### config.mk
export PLATFORM = sky130hd
export DESIGN_NAME = length_prefix_and_line_deframer_core
export DESIGN_NICKNAME = d
export VERILOG_FILES = /design/src/hdl/dfr_pkg.sv /design/src/hdl/dfr_engine.sv /design/src/hdl/dfr_out_queue.sv /design/src/hdl/length_prefix_and_line_deframer_core.sv
export SDC_FILE = /design/constraint.sdc
export NUM_CORES = 1
export LEC_CHECK = 0
export ABC_AREA = 1
export BUFFER_PORTS_ARGS = -buffer_cell sky130_fd_sc_hd__buf_2
export CORE_AREA = 2 2 141 109
export DETAILED_ROUTE_END_ITERATION = 10
export DIE_AREA = 0 0 143 111
export HOLD_SLACK_MARGIN = 0.1
export PLACE_DENSITY = 0.77
export SETUP_SLACK_MARGIN = 0.02
export SYNTH_ARGS = -nofsm -noshare
export SYNTH_HDL_FRONTEND = slang
export SYNTH_SLANG_ARGS = --single-unit
### constraint.sdc
create_clock -name clk -period 4.58 [get_ports clk]
set_input_delay 0.458 -clock clk [delete_from_list [all_inputs] [get_ports clk]]
set_output_delay 0.458 -clock clk [all_outputs]
set_load 0.005 [all_outputs]
### src/hdl/dfr_pkg.sv
// Shared types and constants of the length-prefix and line deframer.
`default_nettype none
package dfr_pkg;

    // Field widths
    localparam int BYTE_W        = 8;
    localparam int KIND_W        = 2;
    localparam int FRAME_LIMIT_W = 15;
    localparam int LINE_LIMIT_W  = 13;
    localparam int CFG_IDX_W     = 2;
    localparam int CFG_DATA_W    = 15;
    localparam int LEN_W         = 32;
    localparam int HDR_CNT_W     = 3;

    // Hard ceilings on the programmable limits
    localparam logic [FRAME_LIMIT_W-1:0] FRAME_MAX = 15'd16384;
    localparam logic [LINE_LIMIT_W-1:0]  LINE_MAX  = 13'd4096;

    // Header is four bytes, most significant first
    localparam logic [HDR_CNT_W-1:0] HDR_BYTES = 3'd4;

    // Result kinds
    localparam logic [KIND_W-1:0] KIND_DATA = 2'd0;
    localparam logic [KIND_W-1:0] KIND_EOL  = 2'd1;
    localparam logic [KIND_W-1:0] KIND_ERR  = 2'd2;

    // Register indexes
    localparam logic [CFG_IDX_W-1:0] REG_MODE        = 2'd0;
    localparam logic [CFG_IDX_W-1:0] REG_FRAME_LIMIT = 2'd1;
    localparam logic [CFG_IDX_W-1:0] REG_LINE_LIMIT  = 2'd2;

    // Mode values
    localparam logic MODE_FRAME = 1'b0;
    localparam logic MODE_LINE  = 1'b1;

    // Characters
    localparam logic [BYTE_W-1:0] CHAR_LF = 8'h0A;
    localparam logic [BYTE_W-1:0] CHAR_CR = 8'h0D;

    // Result queue
    localparam int Q_DEPTH = 4;
    localparam int Q_PTR_W = $clog2(Q_DEPTH);
    localparam int Q_CNT_W = $clog2(Q_DEPTH + 1);

    typedef struct packed {
        logic [BYTE_W-1:0] out_byte;
        logic [KIND_W-1:0] kind;
        logic              last;
    } res_t;

    // Up to two results per input byte, in delivery order
    typedef struct packed {
        logic [1:0] count;
        res_t       r0;
        res_t       r1;
    } push_t;

endpackage
`default_nettype wire

### src/hdl/dfr_engine.sv
// Stream state, configuration registers and the per-byte decode logic.
`default_nettype none
module dfr_engine (
    input  wire                                 clk,
    input  wire                                 rst_n,
    input  wire                                 cfg_we,
    input  wire  [dfr_pkg::CFG_IDX_W-1:0]       cfg_index,
    input  wire  [dfr_pkg::CFG_DATA_W-1:0]      cfg_data,
    input  wire                                 advance,
    input  wire  [dfr_pkg::BYTE_W-1:0]          rx_byte,
    input  wire                                 restart,
    output dfr_pkg::push_t                      push
);
    import dfr_pkg::*;

    logic                     mode_reg;
    logic [FRAME_LIMIT_W-1:0] frame_limit_reg;
    logic [LINE_LIMIT_W-1:0]  line_limit_reg;

    logic                     failed_reg,       failed_next;
    logic [HDR_CNT_W-1:0]     header_count_reg, header_count_next;
    logic [LEN_W-1:0]         length_acc_reg,   length_acc_next;
    logic [FRAME_LIMIT_W-1:0] payload_left_reg, payload_left_next;
    logic [LINE_LIMIT_W-1:0]  line_count_reg,   line_count_next;
    logic                     cr_held_reg,      cr_held_next;

    logic [FRAME_LIMIT_W-1:0] frame_lim;
    logic [LINE_LIMIT_W-1:0]  line_lim;
    logic [LEN_W-1:0]         acc;
    logic [HDR_CNT_W-1:0]     hdr_cnt;
    logic [FRAME_LIMIT_W-1:0] left_dec;
    logic [LINE_LIMIT_W-1:0]  line_inc;

    assign frame_lim = (frame_limit_reg > FRAME_MAX) ? FRAME_MAX : frame_limit_reg;
    assign line_lim  = (line_limit_reg > LINE_MAX) ? LINE_MAX : line_limit_reg;
    assign acc       = {length_acc_reg[LEN_W-BYTE_W-1:0], rx_byte};
    assign hdr_cnt   = header_count_reg + 3'd1;
    assign left_dec  = payload_left_reg - 15'd1;
    assign line_inc  = line_count_reg + 13'd1;

    always_comb
    begin
        failed_next       = failed_reg;
        header_count_next = header_count_reg;
        length_acc_next   = length_acc_reg;
        payload_left_next = payload_left_reg;
        line_count_next   = line_count_reg;
        cr_held_next      = cr_held_reg;
        push              = '0;

        if (restart)
        begin
            failed_next       = 1'b0;
            header_count_next = '0;
            length_acc_next   = '0;
            payload_left_next = '0;
            line_count_next   = '0;
            cr_held_next      = 1'b0;
        end
        else if (failed_reg)
        begin
            push.count   = 2'd1;
            push.r0.kind = KIND_ERR;
        end
        else if (mode_reg == MODE_FRAME)
        begin
            if (payload_left_reg != '0)
            begin
                payload_left_next = left_dec;
                push.count        = 2'd1;
                push.r0.out_byte  = rx_byte;
                push.r0.kind      = KIND_DATA;
                push.r0.last      = (left_dec == '0);
            end
            else
            begin
                length_acc_next   = acc;
                header_count_next = hdr_cnt;
                if (hdr_cnt >= HDR_BYTES)
                begin
                    if ((acc == '0) || (acc > {{(LEN_W-FRAME_LIMIT_W){1'b0}}, frame_lim}))
                    begin
                        // Illegal length: fail and hold the header as it stands
                        failed_next  = 1'b1;
                        push.count   = 2'd1;
                        push.r0.kind = KIND_ERR;
                    end
                    else
                    begin
                        payload_left_next = acc[FRAME_LIMIT_W-1:0];
                        header_count_next = '0;
                        length_acc_next   = '0;
                    end
                end
            end
        end
        else
        begin
            if (rx_byte == CHAR_LF)
            begin
                // Held CR is dropped with the line end
                cr_held_next    = 1'b0;
                line_count_next = '0;
                push.count      = 2'd1;
                push.r0.kind    = KIND_EOL;
            end
            else
            begin
                line_count_next = line_inc;
                if (line_inc >= line_lim)
                begin
                    failed_next  = 1'b1;
                    cr_held_next = 1'b0;
                    push.count   = 2'd1;
                    push.r0.kind = KIND_ERR;
                end
                else
                begin
                    cr_held_next = (rx_byte == CHAR_CR);
                    if (cr_held_reg)
                    begin
                        // Release the older CR ahead of this byte
                        push.r0.out_byte = CHAR_CR;
                        push.r0.kind     = KIND_DATA;
                        if (rx_byte == CHAR_CR)
                        begin
                            push.count = 2'd1;
                        end
                        else
                        begin
                            push.count       = 2'd2;
                            push.r1.out_byte = rx_byte;
                            push.r1.kind     = KIND_DATA;
                        end
                    end
                    else if (rx_byte != CHAR_CR)
                    begin
                        push.count       = 2'd1;
                        push.r0.out_byte = rx_byte;
                        push.r0.kind     = KIND_DATA;
                    end
                end
            end
        end

        if (!advance)
        begin
            push.count = 2'd0;
        end
    end

    always_ff @(posedge clk or negedge rst_n)
    begin
        if (!rst_n)
        begin
            mode_reg        <= MODE_FRAME;
            frame_limit_reg <= 15'd16384;
            line_limit_reg  <= 13'd4096;
        end
        else if (cfg_we)
        begin
            case (cfg_index)
                REG_MODE:        mode_reg        <= cfg_data[0];
                REG_FRAME_LIMIT: frame_limit_reg <= cfg_data[FRAME_LIMIT_W-1:0];
                REG_LINE_LIMIT:  line_limit_reg  <= cfg_data[LINE_LIMIT_W-1:0];
                default:         ;
            endcase
        end
    end

    always_ff @(posedge clk or negedge rst_n)
    begin
        if (!rst_n)
        begin
            failed_reg       <= 1'b0;
            header_count_reg <= '0;
            length_acc_reg   <= '0;
            payload_left_reg <= '0;
            line_count_reg   <= '0;
            cr_held_reg      <= 1'b0;
        end
        else if (advance)
        begin
            failed_reg       <= failed_next;
            header_count_reg <= header_count_next;
            length_acc_reg   <= length_acc_next;
            payload_left_reg <= payload_left_next;
            line_count_reg   <= line_count_next;
            cr_held_reg      <= cr_held_next;
        end
    end

endmodule
`default_nettype wire

### src/hdl/dfr_out_queue.sv
// Four-entry result queue taking up to two results per cycle.
`default_nettype none
module dfr_out_queue (
    input  wire                          clk,
    input  wire                          rst_n,
    input  dfr_pkg::push_t               push,
    output logic                         room,
    output logic                         m_tvalid,
    input  wire                          m_tready,
    output dfr_pkg::res_t                head
);
    import dfr_pkg::*;

    res_t               entry_reg [Q_DEPTH];
    logic [Q_PTR_W-1:0] wr_ptr_reg, wr_ptr_next;
    logic [Q_PTR_W-1:0] rd_ptr_reg, rd_ptr_next;
    logic [Q_CNT_W-1:0] count_reg,  count_next;
    logic               pop;

    assign pop      = m_tvalid && m_tready;
    assign m_tvalid = (count_reg != '0);
    assign head     = entry_reg[rd_ptr_reg];
    // Accept only with space for the worst case of two results
    assign room     = (count_reg <= Q_CNT_W'(Q_DEPTH - 2));

    always_comb
    begin
        wr_ptr_next = wr_ptr_reg + Q_PTR_W'(push.count);
        rd_ptr_next = rd_ptr_reg + Q_PTR_W'(pop);
        count_next  = count_reg + Q_CNT_W'(push.count) - Q_CNT_W'(pop);
    end

    always_ff @(posedge clk or negedge rst_n)
    begin
        if (!rst_n)
        begin
            wr_ptr_reg <= '0;
            rd_ptr_reg <= '0;
            count_reg  <= '0;
        end
        else
        begin
            wr_ptr_reg <= wr_ptr_next;
            rd_ptr_reg <= rd_ptr_next;
            count_reg  <= count_next;
        end
    end

    always_ff @(posedge clk)
    begin
        if (push.count != 2'd0)
        begin
            entry_reg[wr_ptr_reg] <= push.r0;
        end
        if (push.count == 2'd2)
        begin
            entry_reg[wr_ptr_reg + Q_PTR_W'(1)] <= push.r1;
        end
    end

endmodule
`default_nettype wire

### src/hdl/length_prefix_and_line_deframer_core.sv
// Top level of the length-prefix and line deframer.
//
//  Channel   Direction  Transaction                    Fields (low bit first)
//  s_axis    in         one received byte              tdata: rx_byte, tuser: restart
//  m_axis    out        one result                     tdata: out_byte, tuser: kind,
//                                                      tlast: last
//  cfg       in         one register write, no wait    index 0 mode, 1 frame_limit,
//                                                      2 line_limit
//
// One byte is taken per cycle while s_tready is high. A byte waits in the input
// register until the queue has room, is decoded there, and its results (none, one
// or two) land in a four-entry queue; a result reaches m_tvalid only after passing
// the input register and the queue. The queue read port sets the output rate at
// one result per cycle while m_tready is high; a byte that releases a held CR
// produces two results. s_tready drops only while the input register holds a byte
// and the queue has fewer than two free entries. Reset clears the stream state,
// restores the register defaults and empties the queue.
`default_nettype none
module length_prefix_and_line_deframer_core (
    input  wire                               clk,
    input  wire                               rst_n,
    // Configuration write port
    input  wire                               cfg_we,
    input  wire  [dfr_pkg::CFG_IDX_W-1:0]     cfg_index,
    input  wire  [dfr_pkg::CFG_DATA_W-1:0]    cfg_data,
    // Received bytes
    input  wire                               s_tvalid,
    output logic                              s_tready,
    input  wire  [7:0]                        s_tdata,   // [7:0] rx_byte
    input  wire                               s_tuser,   // [0] restart
    // Results
    output logic                              m_tvalid,
    input  wire                               m_tready,
    output logic [7:0]                        m_tdata,   // [7:0] out_byte
    output logic [1:0]                        m_tuser,   // [1:0] kind
    output logic                              m_tlast    // last
);
    import dfr_pkg::*;

    // Input register
    logic              in_valid_reg;
    logic [BYTE_W-1:0] in_byte_reg;
    logic              in_restart_reg;

    logic  advance;
    logic  room;
    push_t push;
    res_t  head;

    // Decode the held byte once the queue can take its worst case
    assign advance  = in_valid_reg && room;
    assign s_tready = !in_valid_reg || advance;

    always_ff @(posedge clk or negedge rst_n)
    begin
        if (!rst_n)
        begin
            in_valid_reg <= 1'b0;
        end
        else if (s_tready)
        begin
            in_valid_reg <= s_tvalid;
        end
    end

    // Payload: load on every transaction, no reset needed
    always_ff @(posedge clk)
    begin
        if (s_tvalid && s_tready)
        begin
            in_byte_reg    <= s_tdata;
            in_restart_reg <= s_tuser;
        end
    end

    dfr_engine u_engine (
        .clk       (clk),
        .rst_n     (rst_n),
        .cfg_we    (cfg_we),
        .cfg_index (cfg_index),
        .cfg_data  (cfg_data),
        .advance   (advance),
        .rx_byte   (in_byte_reg),
        .restart   (in_restart_reg),
        .push      (push)
    );

    dfr_out_queue u_queue (
        .clk      (clk),
        .rst_n    (rst_n),
        .push     (push),
        .room     (room),
        .m_tvalid (m_tvalid),
        .m_tready (m_tready),
        .head     (head)
    );

    assign m_tdata = head.out_byte;
    assign m_tuser = head.kind;
    assign m_tlast = head.last;

endmodule
`default_nettype wire

== Word level (Yosys, flattened, before mapping) ==
Memories as Yosys holds them, arrays and structs flattened.
Index checks and enable logic that the tools add are counted.
Storage, ports and cells
  flip-flop bits (word level): 103
  output and inout bits: 13
  memories: 1
  memory bits (writable): 44
Memory list
  u_queue.entry_reg: words 4, bits a word 11, read ports 1, clocked after Yosys merged registers in 0, wr ports 2, RTL line dfr_out_queue.sv:14  | res_t entry_reg [Q_DEPTH];
Operators by class
  eq/ne operators: 10
  mux-type cells: 71
  reduce and logical (&&, ||, !) cells: 20
  add/sub/neg operators: 8
  order comparisons: 6
Operators with widths (number)
  $mux 24: 6
  $mux 15: 7
  $mux 13: 5
  $mux 10: 5
  $gt 32x15->1: 1
  $logic_not 32->1: 1
  $mux 8: 4
  $mux 2: 13
  $mux 12: 2
  $mux 23: 1
  $mux 11: 2
  $mux 1: 20
  $mux 3: 6
  $eq 8x4->1 const B: 2
  $gt 15x15->1 const B: 1
  $logic_not 15->1: 1
  $reduce_bool 15->1: 1
  $sub 15x1->15 const B: 1
  $add 13x1->13 const B: 1
  $ge 13x13->1: 1
  $gt 13x13->1 const B: 1
  $ne 8x4->1 const B: 1
  $ne 2x2->1 const B: 3
  $reduce_and 2->1: 3
  other kinds (20): 26

== Depth between registers and ports, before layout ==
  word-level depth: 14
  mapped depth: 28
  depth with buffers taken out: 27

== By module ==
From an unflattened synthesis, not the netlist that was laid out.
Unflattened totals
  cell total of the unflattened synthesis: 1037
  area, all modules: 8677.1 um^2
Modules (own cells, without submodules)
  dfr_engine: cells each 735, area an instance 5645.4 um^2, instances 1, seq. area each 2154.6 um^2
  dfr_out_queue: cells each 285, area an instance 2708.8 um^2, instances 1, seq. area each 1496.4 um^2
  length_prefix_and_line_deframer_core: cells each 17, area an instance 322.8 um^2, instances 1, seq. area each 295.3 um^2

== Least setup slack after synthesis ==
Ideal clock, no wire load.
  path kind: reg2reg
  start: register u_engine.line_count_reg[0]
  end: register u_queue.count_reg[2]
  library setup time: 0.129 ns
  path slack: 0.857 ns
  path buffers: 0
  arrival: 3.594 ns
  data required time: 4.451 ns
  stages on the path, launching flop included: 22
  cell sequence: dfrtp_1 > ha_1 > nand2_1 > nor2_1 > nand4_1 > nor2_1 > nand4_1 > xor2_1 > inv_1 > ha_1 > nand2_1 > nor2_2 > nand3b_1 > nor3_4 > nor3_4 > nand3_4 > nor2_8 > inv_2 > ha_1 > fa_1 > xnor2_1 > xor2_1
Between the ends
  longest elaborated chain between the ends: 10
Ends and longest elaborated chain
  start: declaration: RTL line dfr_engine.sv:24  | logic [LINE_LIMIT_W-1:0] line_count_reg, line_count_next;
  start signal: assignment: RTL line dfr_engine.sv:188  | line_count_reg <= line_count_next;
  $add 13x1->13: RTL line dfr_engine.sv:39  | assign line_inc = line_count_reg + 13'd1;
  $ge 13x13->1: RTL line dfr_engine.sv:110  | if (line_inc >= line_lim)
  $mux 2: RTL line dfr_engine.sv:110
  $mux 2: RTL line dfr_engine.sv:99  | if (rx_byte == CHAR_LF)
  $mux 12: RTL line dfr_engine.sv:65  | else if (mode_reg == MODE_FRAME)
  $mux 2: RTL line dfr_engine.sv:60  | else if (failed_reg)
  $mux 23: RTL line dfr_engine.sv:51  | if (restart)
  $mux 2: RTL line dfr_engine.sv:146  | if (!advance)
  $add 3x2->3: RTL line dfr_out_queue.sv:30  | count_next = count_reg + Q_CNT_W'(push.count) - Q_CNT_W'(pop);
  $sub 3x1->3: RTL line dfr_out_queue.sv:30
  net u_queue.count_next[2]: RTL line dfr_out_queue.sv:17  | logic [Q_CNT_W-1:0] count_reg, count_next;
  end signal: assignment: RTL line dfr_out_queue.sv:45  | count_reg <= count_next;
  end: declaration: RTL line dfr_out_queue.sv:17
The timed path passes the listed nets, and every way through them passes these cells.
A chain may end at the register's enable or synchronous reset.

== Worst setup path in the final report ==
Same ends and word-level chain as after synthesis.

==> impl_metrics.py <==
metrics = {
    "cts": {
        "worstSkewPairLatency_ps": 430,
        "cts_buffers": 17,
        "clock_path_buffers": 2,
        "clkSinkCount": 147,
        "post_cts_resized": 0,
        "ctsRootBufferMaster": "clkbuf_16",
        "htree_levels": 4,
        "cts.reportedPaths.clkPinSlew_ps": 60,
        "cts_setup_buffers": 0,
        "cts.hold.buffers_added": 0,
        "cts_tree": "done",
    },
    "power": {
        "power_leakage_nw": 4.49,
        "total_power_mw": 5.64,
        "powerDensity_nw_per_um2": 596,
        "ir_drop_uv": 407,
    },
    "synth": {
        "synthFlopType": "dfrtp_1",
        "yosys_warnings": 0,
        "ys_seq_elements": 147,
        "syn_inst": 1037,
        "syn_area_um2": 8520,
        "ys_types": 53,
        "syn-num-nets": 1107,
        "synthArstFlopShare": 0.639,
        "ys_seq_area_frac": 0.449,
        "synth_edf_count": 41,
        "syn_area_per_cell_um2": 8.22,
    },
    "route": {
        "drt_iter0_markers": 713,
        "drt.antenna.violating_nets": 0,
        "via_per_inst": 5.67,
        "routedWlPerCell_um": 16.4,
        "num_vias": 7285,
        "drc": 0,
        "finalWirelength_um": 21000,
        "dr.pass1.iters": 6,
    },
    "timing": {
        "skew_ps": 10.9,
        "tightest_slew_ps": 913,
        "hold_viol": 0,
        "max_freq_ghz": 0.247,
        "slew_headroom": 0.391,
        "rsz0062_at_grt": "no",
        "setup_violations": 0,
        "maxSlewViolCount": 0,
        "min_period_ps": 4040,
        "tns_ps": 0,
        "min_period_over_period": 0.883,
    },
    "job": {
        "drv_cap": 0,
    },
    "critical_path": {
        "crit_arrival_ps": 4390,
        "crit_type": "register to register",
        "cp_max_fo": 5,
        "crit_path_start_kind": "register",
        "worstSetupEndpointType": "register",
        "required_ps": 4930,
    },
    "floorplan": {
        "fp.dieW_um": 143,
        "num_rows": 39,
        "die_h_um": 111,
        "coreArea_um2": 14700,
        "ios": 44,
        "initial_core_util": 0.580,
        "die_area_um2": 15900,
    },
    "final_layout": {
        "drive_above_1_share": 0.129,
        "nNetsFinal": 1136,
        "area_growth_pct": 11.0,
        "num_antenna_cells": 0,
        "fin_area_um2": 9460,
        "final_util": 0.644,
        "largest_reg_flops": 44,
    },
    "min_path": {
        "hold_path_class": "primary input to async pin",
    },
    "global_routing": {
        "grt_max_degree": 72,
        "antenna_found_initial": 0,
        "grt_overflow": 0,
        "grt_pass1_vias": 6773,
        "grt.total_usage": 0.280,
        "grt_first_pass_wirelength_um": 34600,
    },
    "placement": {
        "io_buffers": 43,
        "hpwl_um": 15200,
        "placed_area_um2": 8830,
        "gp_congestion": 0.920,
    },
    "outcome": {
        "status": "completed",
    },
}
[final cells by class]
type,instances,area [um2]
clock buffer,21,493
sequential,147,3830
inverter,135,509
multi-input combinational,716,3980
clock inverter,11,135
tap,205,256
fill,1220,5230
timing repair buffer,49,263
[cells in the final DEF (no fill, tap or decap), drive strengths merged]
master / count
a21boi: 2
a21o: 2
a21oi: 43
a22oi: 1
a31oi: 1
and2: 2
buf: 49
bufinv: 2
clkbuf: 21
clkinv: 2
clkinvlp: 1
dfrtp: 92
dfstp: 2
dfxtp: 12
edfxtp: 41
fa: 1
ha: 38
inv: 141
mux2: 1
mux2i: 1
nand2: 205
nand3: 82
nand3b: 2
nand4: 16
nor2: 114
nor3: 13
nor3b: 1
nor4: 10
o211ai: 9
o21a: 1
o21ai: 103
o221ai: 1
o22ai: 37
o31ai: 1
o32ai: 2
xnor2: 2
xor2: 25
[through the flow]
stage               hold slack (ps)  std cells  setup slack [ps]
global route                    188       1284               162
finish                          154       1284               538
CTS                             189       1284               502
global placement                468       1252               685
detailed placement              474       1252               554
floorplan                       162       1037               857
[critical path: stages, from the launching register on]
cell      delay [ps]
dfrtp_1          410
ha_1             190
nand2_1           70
nor2_1           190
nand4_1          130
nor2_1           200
nand4_1          130
xor2_1           190
inv_1             60
ha_1             310
nand2_1          110
nor2_2            60
nand3b_1         120
nor3_4            60
nor3_4           220
nand3_4          160
nor2_8           160
inv_2             90
ha_1             310
fa_1             450
xnor2_1          180
xor2_1           150
[kinds of logic after synthesis]
logic type / after synthesis / synth area share
AND/OR/NAND/NOR: 445 / 0.242
AO/OA/AOI/OAI: 203 / 0.136
buffers and inverters: 174 / 0.0840
flip-flops: 147 / 0.449
adder cells (fa/ha/maj): 39 / 0.0582
XOR/XNOR: 27 / 0.0278
multiplexers: 2 / 0.00250
[where the power goes]
group / leakage, nW / internal [mW] / switching [mW]
registers: 1.72 / 1.66 / 0.276
clock network: 0.306 / 0.893 / 0.580
logic: 2.46 / 0.746 / 1.49
total: 4.49 / 3.30 / 2.34
[cells in the mapped netlist, types with 2 or more instances]
cell | number | area, um2
dfstp_2 | 2 | 52.6
nor2_1 | 103 | 387
a21oi_1 | 41 | 205
inv_1 | 125 | 469
o211ai_1 | 9 | 67.6
dfxtp_1 | 12 | 240
nand3_2 | 4 | 40.0
nand4_1 | 16 | 100
xnor2_1 | 2 | 17.5
buf_6 | 4 | 45.0
nor3_1 | 8 | 40.0
o21ai_0 | 77 | 385
edfxtp_1 | 41 | 1230
o21ai_2 | 8 | 70.1
buf_2 | 8 | 40.0
nand2_2 | 8 | 50.1
inv_2 | 9 | 33.8
nor3_2 | 2 | 20.0
o21ai_1 | 18 | 90.1
nand2_4 | 6 | 67.6
nor3_4 | 3 | 48.8
buf_4 | 5 | 37.5
nor2_2 | 8 | 50.1
a21boi_0 | 2 | 15.0
nand3_1 | 77 | 385
o22ai_1 | 37 | 231
a21o_1 | 2 | 15.0
nand3b_1 | 2 | 15.0
clkbuf_1 | 21 | 78.8
nor2_4 | 2 | 22.5
o32ai_1 | 2 | 17.5
xor2_1 | 25 | 219
nor4_1 | 10 | 62.6
ha_1 | 38 | 475
dfrtp_1 | 92 | 2300
nand2_1 | 191 | 717
[worst paths after layout]
kind | to | from | slack, ps | cells after the start
max | u_queue.count_reg[2] | u_engine.line_count_reg[0] | 540 | 21
min | u_engine.line_limit_reg[5] | rst_n | 150 | 1
max reg2reg | u_queue.count_reg[2] | u_engine.line_count_reg[0] | 540 | 21
min reg2reg | u_queue.entry_reg[2][2] | u_queue.entry_reg[2][2] | 490 | 2
max in group asynchronous | u_engine.length_acc_reg[10] | rst_n | 3530 | 2
min in group clk | in_restart_reg | s_tuser | 200 | 1
[per-layer routing]
layer,vias to the layer above,track usage,share of wire
li1,3534,-,-
met1,3391,0.440,0.49
met2,327,0.382,0.42
met3,33,0.0747,0.082
met4,0,0.0673,0.010
met5,-,0,0
Power figures use the tool's default switching activity.
